[config.mk]
export PLATFORM = sky130hd
export DESIGN_NAME = stereo_linear_resampler_core
export DESIGN_NICKNAME = d
export VERILOG_FILES = /design/src/hdl/slr_pkg.sv /design/src/hdl/slr_lane.sv /design/src/hdl/slr_merge.sv /design/src/hdl/stereo_linear_resampler_core.sv
export VERILOG_INCLUDE_DIRS = /design/src /design/src/hdl
export SDC_FILE = /design/constraint.sdc
export NUM_CORES = 2
export LEC_CHECK = 0
export BUFFER_PORTS_ARGS = -buffer_cell sky130_fd_sc_hd__buf_4
export CAP_MARGIN = 0
export CORE_ASPECT_RATIO = 1.2
export CORE_UTILIZATION = 45
export CTS_CLUSTER_SIZE = 20
export DETAILED_ROUTE_END_ITERATION = 16
export PLACE_DENSITY = 0.71
export SLEW_MARGIN = 20
export SYNTH_ARGS = -nofsm -noshare
export SYNTH_HDL_FRONTEND = slang
export SYNTH_SLANG_ARGS = --single-unit
[constraint.sdc]
create_clock -name clk_i -period 9.2 [get_ports clk_i]
set_input_delay 1.38 -clock clk_i [delete_from_list [all_inputs] [get_ports clk_i]]
set_output_delay 1.38 -clock clk_i [all_outputs]
set_load 0.01 [all_outputs]
[src/hdl/assert_macros.svh]
// assertion helpers shared by the resampler modules
// each macro expects clk_i and rst_ni in the enclosing module
`ifndef ASSERT_MACROS_SVH
`define ASSERT_MACROS_SVH

// same-cycle implication
`define SLR_ASSERT_IMPL(lbl, ante, cons) \
  lbl: assert property (@(posedge clk_i) disable iff (!rst_ni) (ante) |-> (cons)) \
    else $error("slr assertion failed");

// next-cycle implication
`define SLR_ASSERT_NEXT(lbl, ante, cons) \
  lbl: assert property (@(posedge clk_i) disable iff (!rst_ni) (ante) |=> (cons)) \
    else $error("slr assertion failed");

`endif

[src/hdl/slr_pkg.sv]
`default_nettype none

package slr_pkg;

  // field and register widths
  localparam int SAMPLE_W     = 16;
  localparam int STEP_W       = 20;
  localparam int VOL_W        = 4;
  localparam int CFG_IDX_W    = 1;
  localparam int CFG_DATA_W   = 20;
  localparam int FRAC_BITS_DEF = 16;
  localparam int MAX_RESULTS  = 8;

  // register reset values
  localparam logic [STEP_W-1:0] STEP_RESET = 20'd65536;
  localparam logic [VOL_W-1:0]  VOL_RESET  = 4'd15;

  // register indexes
  localparam logic [CFG_IDX_W-1:0] REG_PHASE_STEP = 1'b0;
  localparam logic [CFG_IDX_W-1:0] REG_VOLUME     = 1'b1;

  // beat function codes
  localparam logic FUNC_FRAME   = 1'b0;
  localparam logic FUNC_RESTART = 1'b1;

  // divide by fifteen: q = (m * DIV15_MUL) >> DIV15_SHIFT, exact for m < 2^20
  localparam int DIV15_MAG_W            = 19;
  localparam logic [19:0] DIV15_MUL     = 20'd559241;
  localparam int DIV15_SHIFT            = 23;

  typedef struct packed {
    logic                       func;
    logic signed [SAMPLE_W-1:0] src_left;
    logic signed [SAMPLE_W-1:0] src_right;
  } in_beat_t;

  typedef struct packed {
    logic signed [SAMPLE_W-1:0] out_left;
    logic signed [SAMPLE_W-1:0] out_right;
    logic                       last_of_run;
  } out_beat_t;

endpackage

`default_nettype wire

[src/hdl/slr_lane.sv]
`default_nettype none

// one channel: interpolate, scale by volume/15, saturate; three register stages
module slr_lane #(
  parameter int FracBits = slr_pkg::FRAC_BITS_DEF
) (
  input  wire logic                                 clk_i,
  input  wire logic                                 en_i,
  input  wire logic signed [slr_pkg::SAMPLE_W-1:0]  start_i,
  input  wire logic signed [slr_pkg::SAMPLE_W-1:0]  end_i,
  input  wire logic        [FracBits-1:0]           frac_i,
  input  wire logic        [slr_pkg::VOL_W-1:0]     vol_i,
  output logic signed      [slr_pkg::SAMPLE_W-1:0]  sample_o
);

  localparam int SW      = slr_pkg::SAMPLE_W;
  localparam int DIFF_W  = SW + 1;
  localparam int PROD_W  = DIFF_W + FracBits + 1;
  localparam int VM_W    = DIFF_W + slr_pkg::VOL_W + 1;
  localparam int MAG_W   = slr_pkg::DIV15_MAG_W;
  localparam int REC_W   = MAG_W + 20;
  localparam int Q_W     = REC_W - slr_pkg::DIV15_SHIFT;

  logic signed [DIFF_W-1:0]   diff;
  logic signed [FracBits:0]   frac_s;
  logic signed [PROD_W-1:0]   prod_d, prod_q;
  logic signed [SW-1:0]       start_q;
  logic signed [PROD_W-1:0]   shifted;
  logic signed [DIFF_W-1:0]   interp;
  logic signed [slr_pkg::VOL_W:0] vol_s;
  logic signed [VM_W-1:0]     vm_d, vm_q;
  logic        [VM_W-1:0]     vm_abs;
  logic        [REC_W-1:0]    rec_d, rec_q;
  logic                       neg_q;
  logic        [Q_W-1:0]      quot;
  logic signed [Q_W:0]        signed_q;

  // stage 1: slope times fraction
  assign diff   = DIFF_W'(end_i) - DIFF_W'(start_i);
  assign frac_s = $signed({1'b0, frac_i});
  assign prod_d = PROD_W'(diff) * PROD_W'(frac_s);

  always_ff @(posedge clk_i) begin
    if (en_i) begin
      prod_q  <= prod_d;
      start_q <= start_i;
    end
  end

  // stage 2: floor shift, add base, apply gain
  assign shifted = prod_q >>> FracBits;
  assign interp  = DIFF_W'(start_q) + $signed(shifted[DIFF_W-1:0]);
  assign vol_s   = $signed({1'b0, vol_i});
  assign vm_d    = VM_W'(interp) * VM_W'(vol_s);

  always_ff @(posedge clk_i) begin
    if (en_i) begin
      vm_q <= vm_d;
    end
  end

  // stage 3: magnitude times reciprocal of fifteen
  assign vm_abs = vm_q[VM_W-1] ? VM_W'(-vm_q) : VM_W'(vm_q);
  assign rec_d  = REC_W'(vm_abs[MAG_W-1:0]) * REC_W'(slr_pkg::DIV15_MUL);

  always_ff @(posedge clk_i) begin
    if (en_i) begin
      rec_q <= rec_d;
      neg_q <= vm_q[VM_W-1];
    end
  end

  // restore sign (truncation toward zero) and saturate
  assign quot     = rec_q[REC_W-1:slr_pkg::DIV15_SHIFT];
  assign signed_q = neg_q ? -$signed({1'b0, quot}) : $signed({1'b0, quot});

  always_comb begin
    if (signed_q > (Q_W+1)'(32767)) begin
      sample_o = 16'sh7fff;
    end else if (signed_q < -(Q_W+1)'(32768)) begin
      sample_o = 16'sh8000;
    end else begin
      sample_o = signed_q[SW-1:0];
    end
  end

endmodule

`default_nettype wire

[src/hdl/slr_merge.sv]
`default_nettype none

`include "assert_macros.svh"

// joins both lanes into one output beat and holds it under stall
module slr_merge (
  input  wire logic                                clk_i,
  input  wire logic                                rst_ni,
  input  wire logic                                valid_i,
  input  wire logic                                last_i,
  input  wire logic signed [slr_pkg::SAMPLE_W-1:0] left_i,
  input  wire logic signed [slr_pkg::SAMPLE_W-1:0] right_i,
  output logic                                     adv_o,
  output logic                                     out_valid_o,
  input  wire logic                                out_stall_i,
  output slr_pkg::out_beat_t                       out_beat_o
);

  logic               out_valid_q;
  slr_pkg::out_beat_t out_beat_q;

  // pipeline moves whenever the output slot is free or being taken
  assign adv_o = !out_valid_q || !out_stall_i;

  always_ff @(posedge clk_i or negedge rst_ni) begin
    if (!rst_ni) begin
      out_valid_q <= 1'b0;
    end else if (adv_o) begin
      out_valid_q <= valid_i;
    end
  end

  always_ff @(posedge clk_i) begin
    if (adv_o && valid_i) begin
      out_beat_q.out_left    <= left_i;
      out_beat_q.out_right   <= right_i;
      out_beat_q.last_of_run <= last_i;
    end
  end

  assign out_valid_o = out_valid_q;
  assign out_beat_o  = out_beat_q;

  // a beat arriving while blocked must never be dropped
  `SLR_ASSERT_NEXT(a_hold_arrival, valid_i && !adv_o, out_valid_q)

endmodule

`default_nettype wire

[src/hdl/stereo_linear_resampler_core.sv]
// stereo linear resampler
// input channel: in_valid_i / in_stall_o carry one in_beat_t; func selects a
// source frame or a restart that clears the previous frame and the phase.
// output channel: out_valid_o / out_stall_i carry interpolated stereo frames;
// last_of_run marks the final output frame caused by one source frame.
// config: cfg_we_i writes phase_step (index 0) or volume (index 1); the user
// must write them only while idle, which the block itself does not enforce.
// a source frame producing n outputs (n at most 8) is accepted, then one
// output is issued per cycle while the pipeline advances; no new beat is
// taken until its last output has issued. a restart, a first frame or a frame
// with no output issues nothing. each output passes the three-stage lane
// datapath (slope multiply, gain, divide by 15) and then the output register.
// the two channels run in parallel lanes; the output register merges them.
// when the receiver stalls, the whole lane pipeline freezes and issuing halts;
// a new source frame can still be accepted while results wait.
// reset: phase_step = 1.0, volume = 15, no previous frame, phase zero,
// output empty.
`default_nettype none

`include "assert_macros.svh"

module stereo_linear_resampler_core #(
  parameter int FracBits = slr_pkg::FRAC_BITS_DEF
) (
  input  wire logic                               clk_i,
  input  wire logic                               rst_ni,
  input  wire logic                               in_valid_i,
  output logic                                    in_stall_o,
  input  wire slr_pkg::in_beat_t                  in_beat_i,
  output logic                                    out_valid_o,
  input  wire logic                               out_stall_i,
  output slr_pkg::out_beat_t                      out_beat_o,
  input  wire logic                               cfg_we_i,
  input  wire logic [slr_pkg::CFG_IDX_W-1:0]      cfg_idx_i,
  input  wire logic [slr_pkg::CFG_DATA_W-1:0]     cfg_data_i
);

  localparam int SW      = slr_pkg::SAMPLE_W;
  localparam int STEP_W  = slr_pkg::STEP_W;
  localparam int PHASE_W = ((FracBits > STEP_W) ? FracBits : STEP_W) + 1;
  localparam int CNT_W   = $clog2(slr_pkg::MAX_RESULTS);
  localparam logic [PHASE_W-1:0] ONE = PHASE_W'(1) << FracBits;
  localparam logic [CNT_W-1:0]   CNT_LAST = CNT_W'(slr_pkg::MAX_RESULTS - 1);

  typedef enum logic [1:0] {
    S_IDLE = 2'b01,
    S_EMIT = 2'b10
  } state_e;

  state_e                  state_q, state_d;
  logic [STEP_W-1:0]       step_q;
  logic [slr_pkg::VOL_W-1:0] vol_q;
  logic signed [SW-1:0]    prev_l_q, prev_r_q, cur_l_q, cur_r_q;
  logic                    have_prev_q;
  logic [PHASE_W-1:0]      phase_q, phase_next, phase_retire;
  logic [CNT_W-1:0]        cnt_q;
  logic                    in_acc, adv, issue, issue_last;
  logic [2:0]              pv_q, pl_q;
  logic signed [SW-1:0]    lane_l, lane_r;

  // register writes
  always_ff @(posedge clk_i or negedge rst_ni) begin
    if (!rst_ni) begin
      step_q <= slr_pkg::STEP_RESET;
      vol_q  <= slr_pkg::VOL_RESET;
    end else if (cfg_we_i) begin
      case (cfg_idx_i)
        slr_pkg::REG_PHASE_STEP: step_q <= cfg_data_i[STEP_W-1:0];
        slr_pkg::REG_VOLUME:     vol_q  <= cfg_data_i[slr_pkg::VOL_W-1:0];
        default: ;
      endcase
    end
  end

  // handshake and issue control
  assign in_stall_o   = (state_q != S_IDLE);
  assign in_acc       = in_valid_i && !in_stall_o;
  assign issue        = (state_q == S_EMIT) && adv;
  assign phase_next   = phase_q + PHASE_W'(step_q);
  assign issue_last   = (phase_next >= ONE) || (cnt_q == CNT_LAST);
  assign phase_retire = (phase_next >= ONE) ? (phase_next - ONE) : '0;

  always_comb begin
    state_d = state_q;
    case (state_q)
      S_IDLE: begin
        if (in_acc && (in_beat_i.func == slr_pkg::FUNC_FRAME) && have_prev_q &&
            (phase_q < ONE)) begin
          state_d = S_EMIT;
        end
      end
      S_EMIT: begin
        if (issue && issue_last) begin
          state_d = S_IDLE;
        end
      end
      default: state_d = S_IDLE;
    endcase
  end

  // sequencer state: phase cursor, previous frame, output count
  always_ff @(posedge clk_i or negedge rst_ni) begin
    if (!rst_ni) begin
      state_q     <= S_IDLE;
      have_prev_q <= 1'b0;
      phase_q     <= '0;
      prev_l_q    <= '0;
      prev_r_q    <= '0;
      cnt_q       <= '0;
    end else begin
      state_q <= state_d;
      if (in_acc) begin
        if (in_beat_i.func == slr_pkg::FUNC_RESTART) begin
          have_prev_q <= 1'b0;
          phase_q     <= '0;
          prev_l_q    <= '0;
          prev_r_q    <= '0;
        end else if (!have_prev_q) begin
          have_prev_q <= 1'b1;
          prev_l_q    <= in_beat_i.src_left;
          prev_r_q    <= in_beat_i.src_right;
        end else if (phase_q >= ONE) begin
          // frame already passed: retire it without output
          phase_q  <= phase_q - ONE;
          prev_l_q <= in_beat_i.src_left;
          prev_r_q <= in_beat_i.src_right;
        end else begin
          cnt_q <= '0;
        end
      end else if (issue) begin
        if (issue_last) begin
          phase_q  <= phase_retire;
          prev_l_q <= cur_l_q;
          prev_r_q <= cur_r_q;
        end else begin
          phase_q <= phase_next;
          cnt_q   <= cnt_q + CNT_W'(1);
        end
      end
    end
  end

  // new frame held during its run
  always_ff @(posedge clk_i) begin
    if (in_acc) begin
      cur_l_q <= in_beat_i.src_left;
      cur_r_q <= in_beat_i.src_right;
    end
  end

  // lane pipeline valid and last flags
  always_ff @(posedge clk_i or negedge rst_ni) begin
    if (!rst_ni) begin
      pv_q <= '0;
      pl_q <= '0;
    end else if (adv) begin
      pv_q <= {pv_q[1:0], issue};
      pl_q <= {pl_q[1:0], issue && issue_last};
    end
  end

  // left and right lanes
  slr_lane #(
    .FracBits (FracBits)
  ) u_lane_left (
    .clk_i    (clk_i),
    .en_i     (adv),
    .start_i  (prev_l_q),
    .end_i    (cur_l_q),
    .frac_i   (phase_q[FracBits-1:0]),
    .vol_i    (vol_q),
    .sample_o (lane_l)
  );

  slr_lane #(
    .FracBits (FracBits)
  ) u_lane_right (
    .clk_i    (clk_i),
    .en_i     (adv),
    .start_i  (prev_r_q),
    .end_i    (cur_r_q),
    .frac_i   (phase_q[FracBits-1:0]),
    .vol_i    (vol_q),
    .sample_o (lane_r)
  );

  // merge lanes into the output register
  slr_merge u_merge (
    .clk_i       (clk_i),
    .rst_ni      (rst_ni),
    .valid_i     (pv_q[2]),
    .last_i      (pl_q[2]),
    .left_i      (lane_l),
    .right_i     (lane_r),
    .adv_o       (adv),
    .out_valid_o (out_valid_o),
    .out_stall_i (out_stall_i),
    .out_beat_o  (out_beat_o)
  );

  // the cursor is inside the current interval while outputs are issued
  `SLR_ASSERT_IMPL(a_phase_in_range, state_q == S_EMIT, phase_q < ONE)
  // the final issue of a run returns the sequencer to idle
  `SLR_ASSERT_NEXT(a_last_ends_run, issue && issue_last, state_q == S_IDLE)
  // a frozen pipeline keeps its beats in place
  `SLR_ASSERT_NEXT(a_pipe_frozen, !adv, $stable(pv_q) && $stable(pl_q))

endmodule

`default_nettype wire

=== Word-level counts from Yosys, hierarchy flattened ===
Index checks and enable logic that the tools add are counted.

* Bits in registers: 377
* Input port bits: 59
* Output and inout bits: 35
* Logic and storage cells: 121

* $add $sub $neg: 12
* Multiply operators: 6
* Magnitude comparators: 7
* Eq/ne operators: 13
* Multiplexer cells: 35
* Bitwise gates (word level): 2
* Reduce and logical (&&, ||, !) cells: 20

{| class="wikitable"
|+ Operators by type and width
! cell !! count
|-
| $mux 16 || 14
|-
| $mux 21 || 7
|-
| $mul 19x20->39 const B || 2
|-
| $mul 17x17->33 || 2
|-
| $mul 17x5->22 || 2
|-
| $ge 21x17->1 const B || 2
|-
| $sub 21x17->21 const B || 2
|-
| $mux 19 || 2
|-
| $neg 19->19 || 2
|-
| $add 16x17->17 || 2
|-
| $gt 17x16->1 const B || 2
|-
| $lt 17x16->1 const B || 2
|-
| $mux 17 || 2
|-
| $neg 16->17 || 2
|-
| $sub 16x16->17 || 2
|-
| $add 21x20->21 || 1
|-
| $lt 21x17->1 const B || 1
|-
| $mux 3 || 6
|-
| $ne 2x2->1 const B || 5
|-
| $logic_and 1x1->1 || 7
|-
| $reduce_and 2->1 || 3
|-
| $reduce_and 3->1 || 2
|-
| $reduce_and 5->1 || 1
|-
| $mux 2 || 2
|-
| 14 further kinds || 20
|}

=== Logic depth before layout (Yosys ltp) ===
* Depth in word-level cells: 8
* Depth in mapped cells: 37
* Mapped depth without buffers: 36

=== By module ===
From an unflattened synthesis, not the netlist that was laid out.

* Cells, all modules: 5,125
* Area total of the unflattened synthesis: 48,439.0 um^2

{| class="wikitable"
|+ Modules (own cells, without submodules)
! module !! times used !! cells each !! area each (um^2) !! seq. area each (um^2)
|-
| slr_lane at u_lane_left || 1 || 2,338 || 20,915.1 || 2,102.0
|-
| slr_lane at u_lane_right || 1 || 2,150 || 19,897.8 || 2,102.0
|-
| stereo_linear_resampler_core || 1 || 600 || 6,587.6 || 3,195.6
|-
| slr_merge || 1 || 37 || 1,038.5 || 1,016.0
|}

=== Least setup slack after synthesis ===
Ideal clock, no wire load.

* Path type: reg2reg
* Start point: register prev_r_q[1]
* End point: register u_lane_right.prod_q[32] (data pin)
* Setup time: 260 ps
* Data arrival time: 8,096 ps
* Data required time: 8,940 ps
* Path slack: 844 ps
* Stages on the path, launching flop included: 34
* Path buffers: 0
* Period minus slack after synthesis: 8,356 ps
* Path through: dfrtp_1 inv_1 ha_1 nor2b_1 o21ai_0 a21boi_0 o21ai_0 a21oi_1 o2111ai_1 nand3_1 a31o_2 a211o_1 and3_1 fa_1 inv_1 fa_1 fa_1 inv_1 fa_1 fa_1 inv_1 fa_1 inv_1 ha_1 nor4_1 o211ai_1 a311o_1 a221oi_2 o31ai_1 a211oi_1 a21oi_1 or3_1 a21oi_1 xnor2_1

* Word-level cells in the longest chain between the ends: 2

{| class="wikitable"
|+ RTL lines
! item !! RTL line !! source
|-
| from (decl) || stereo_linear_resampler_core.sv:53 || <nowiki>logic signed [SW-1:0] prev_l_q, prev_r_q, cur_l_q, cur_r_q;</nowiki>
|-
| from (signal assigned) || stereo_linear_resampler_core.sv:121 || <nowiki>prev_r_q <= in_beat_i.src_right;</nowiki>
|-
| from (signal assigned) || stereo_linear_resampler_core.sv:126 || <nowiki>prev_r_q <= in_beat_i.src_right;</nowiki>
|-
| from (signal assigned) || stereo_linear_resampler_core.sv:134 || <nowiki>prev_r_q <= cur_r_q;</nowiki>
|-
| $sub 16x16->17 || slr_lane.sv:39 || <nowiki>assign diff = DIFF_W'(end_i) - DIFF_W'(start_i);</nowiki>
|-
| $mul 17x17->33 || slr_lane.sv:41 || <nowiki>assign prod_d = PROD_W'(diff) * PROD_W'(frac_s);</nowiki>
|-
| via u_lane_right.prod_d[32] || slr_lane.sv:26 || <nowiki>logic signed [PROD_W-1:0] prod_d, prod_q;</nowiki>
|-
| to (signal assigned) || slr_lane.sv:45 || <nowiki>prod_q <= prod_d;</nowiki>
|-
| to (decl) || slr_lane.sv:26 ||
|}

The timed path passes the listed nets, and every way through them passes these cells.
A chain may end at the register's enable or synchronous reset.

=== Worst setup path after layout ===
* Start point: register prev_l_q[0]
* End point: register u_lane_left.prod_q[32] (data pin)

* Word-level cells in the longest chain between the ends: 2

{| class="wikitable"
|+ RTL lines
! item !! RTL line !! source
|-
| from (decl) || stereo_linear_resampler_core.sv:53 ||
|-
| from (signal assigned) || stereo_linear_resampler_core.sv:120 || <nowiki>prev_l_q <= in_beat_i.src_left;</nowiki>
|-
| from (signal assigned) || stereo_linear_resampler_core.sv:125 || <nowiki>prev_l_q <= in_beat_i.src_left;</nowiki>
|-
| from (signal assigned) || stereo_linear_resampler_core.sv:133 || <nowiki>prev_l_q <= cur_l_q;</nowiki>
|-
| $sub 16x16->17 || slr_lane.sv:39 ||
|-
| $mul 17x17->33 || slr_lane.sv:41 ||
|-
| via u_lane_left.prod_d[32] || slr_lane.sv:26 ||
|-
| to (signal assigned) || slr_lane.sv:45 ||
|-
| to (decl) || slr_lane.sv:26 ||
|}

The timed path passes the listed nets, and every way through them passes these cells.

==> reports/qor.csv <==
metric,value,unit
status,completed,
cap_violations,0,
place_area,50200,µm²
rr_startpoint,prev_l_q[0],
grt_pass1_vias,36040,
dr.pass1.iters,5,
netlist_top_cells_area,"fa_1 (28%), ha_1 (15%), edfxtp_1 (13%)",
fin_nets,6409,
critPathLaunchType,register,
cts.sinks,295,
setup_viol,0,
syn_area,47860,µm²
finalWorstSetupSlack,0.4576,ns
fin_crit_sh,0.9503,
row_count,130,
core,105100,µm²
async_flop_share,0.3051,
fp.dieH,359.3,µm
finalHoldViolCount,0,
rsz0062_at_grt,true,
crit_path_max_fanout,8,
synth-edff-count,205,
port_buffers,93,
grtUsageTotal,0.2134,
gp_congestion,0.9153,
final_common_cell,inv_1,
clkSlewWorstSetupHoldPaths,0.07,ns
fmax,114.4,MHz
post_drt_via_cell_ratio,5.383,
pre_cts_ws,0.1858,ns
yosysTopAreaCellShare,0.2844,
tritoncts,built,
fin_util,0.4891,
drtIter0Drc,1962,
min_from,pl_q[2],
cp.arrival,9.18,ns
synth-seq-area-share,0.1758,
drcViolationCount,0,
synth_seq_cells,295,
r2r_end,u_lane_left.prod_q[32],
rrSetupSlack,0.46,ns
drtAntennaViolNets,0,
hold_class,reg2reg,
antenna_found_initial,3,
cts_buffers,34,
cp.required,9.63,ns
synth_ff_type,edfxtp_1,
fin_skew,0.02236,ns
end_kind,register,
max_stage_delay,0.68,ns
worstSetupPathType,reg2reg,
grt_max_degree,67,
max_slew_margin,0.2771,
syn_avg_cell_area,9.420,µm²
hold_depth,0,
drv_slew,0,
finalCriticalPeriod,8.742,ns
cpMostUsedCell,fa_1,
min_to,u_merge.out_beat_o[0],
place.detailed.hpwl,91440,µm
grt_first_pass_wirelength,184000,µm
vias,35100,
root_buffer,clkbuf_16,
drt-wirelength-per-cell,17.38,µm
cts_buffer_depth,3,
area_growth,7.367,%
worst_pin_slew,1.079,ns
die_x,299.7,µm
yosysTopAreaCell,fa_1,
insertion_delay,0.58,ns
fillers,9699,
synth_cell_type_count,84,
initial_core_util,0.4555,
overflow,0,
dieArea,107700,µm²
synthCells,5081,
fin_area,51390,µm²
layout_common_cells,"inv_1 (1031), fa_1 (680), ha_1 (563), nand2_1 (434), and2_1 (311)",
reg2regPathDepth,34,
synth-warning-count,0,
drive_gt1_frac,0.06410,
htreeDepth,2,
syn_nets,6383,
io_pins,94,
wl,113300,µm
cp_slowest_cell,xnor2_1,
hold_ws,0.4453,ns
-- area by class of cell --
class / instances / area (µm²) / area share
multi-input cells: 3560 / 34910 / 0.6794
flip-flops and latches: 295 / 8416 / 0.1638
clock buffers: 40 / 883.3 / 0.01719
clock inverters: 22 / 187.7 / 0.003652
diodes: 1 / 2.502 / 0.00004869
well taps: 1386 / 1734 / 0.03375
repair buffers: 183 / 1374 / 0.02673
inverters: 1033 / 3877 / 0.07545
-- worst max-delay path by stage --
stage                startpoint                      end  slack, ns  depth (start not counted)
detailed placement  prev_r_q[1]  u_lane_right.prod_q[32]       0.19                         33
global placement    prev_r_q[1]  u_lane_right.prod_q[32]       0.27                         33
global route         cur_r_q[0]  u_lane_right.prod_q[32]      -0.06                         34
CTS                 prev_r_q[1]  u_lane_right.prod_q[32]       0.15                         33
finish              prev_l_q[0]   u_lane_left.prod_q[32]       0.46                         34
floorplan           prev_r_q[1]  u_lane_right.prod_q[32]       0.84                         33
-- state kept, by name, indices dropped and copies added, names as in the netlist, 17 cells and up --
name                 cells
u_merge.out_beat_o      33
phase_q                 21
step_q                  20
u_lane_left.vm_q        20
u_lane_right.vm_q       20
u_lane_left.prod_q      17
u_lane_right.prod_q     17
-- metrics by stage --
stage / setup TNS, ns / std cells
global placement: 0 / 6454
finish: 0 / 6520
CTS: 0 / 6516
floorplan: 0 / 5081
global route: -0.08372 / 6519
detailed placement: 0 / 6454
-- synth_stat cells (all sizes together) (66+ instances only) --
library cell,number
a21oi,138
and2,311
clkbuf,175
dfrtp,84
edfxtp,205
fa,680
ha,563
inv,1032
nand2,436
nand2b,66
nand3,94
nor2,136
o21ai,170
xnor2,179
xor2,81
-- timing repair --
action	CTS	global route
gates resized for setup	0	23
endpoints found under the setup margin	0	14
hold buffers	0	0
buffers inserted	0	3
-- routing by layer --
metal  wire (µm)  GRT usage
met4        5483    0.09554
met1       44960     0.2553
met3        5482    0.02580
met2       57360     0.3809
met5          34          0
-- logic make-up (layout without fill, tap and decap cells) --
kind of cell / Yosys count / count (layout) / synth area share
other cells: 0 / 1 / 0
simple gates: 1337 / 1337 / 0.1431
mux: 31 / 31 / 0.007215
buf+inv: 1226 / 1278 / 0.09732
xor+xnor: 260 / 260 / 0.04758
compound gates: 687 / 687 / 0.09696
flops: 295 / 295 / 0.1758
fa+ha+maj: 1245 / 1245 / 0.4320
-- critical path, delay by kind of cell, from the launching register on --
family	cells	cell delay (ns)
AOI/OAI and AO/OA	12	1.83
xor gates and xnor gates	1	0.68
adders and majority gates	9	3.60
buffers and inverters	5	0.41
DFF	1	0.42
and+or+nand+nor	7	1.65
Power is left out: the tool's default activity adds up to more than one toggle a clock period on the data nets, which glitch-free logic cannot reach.
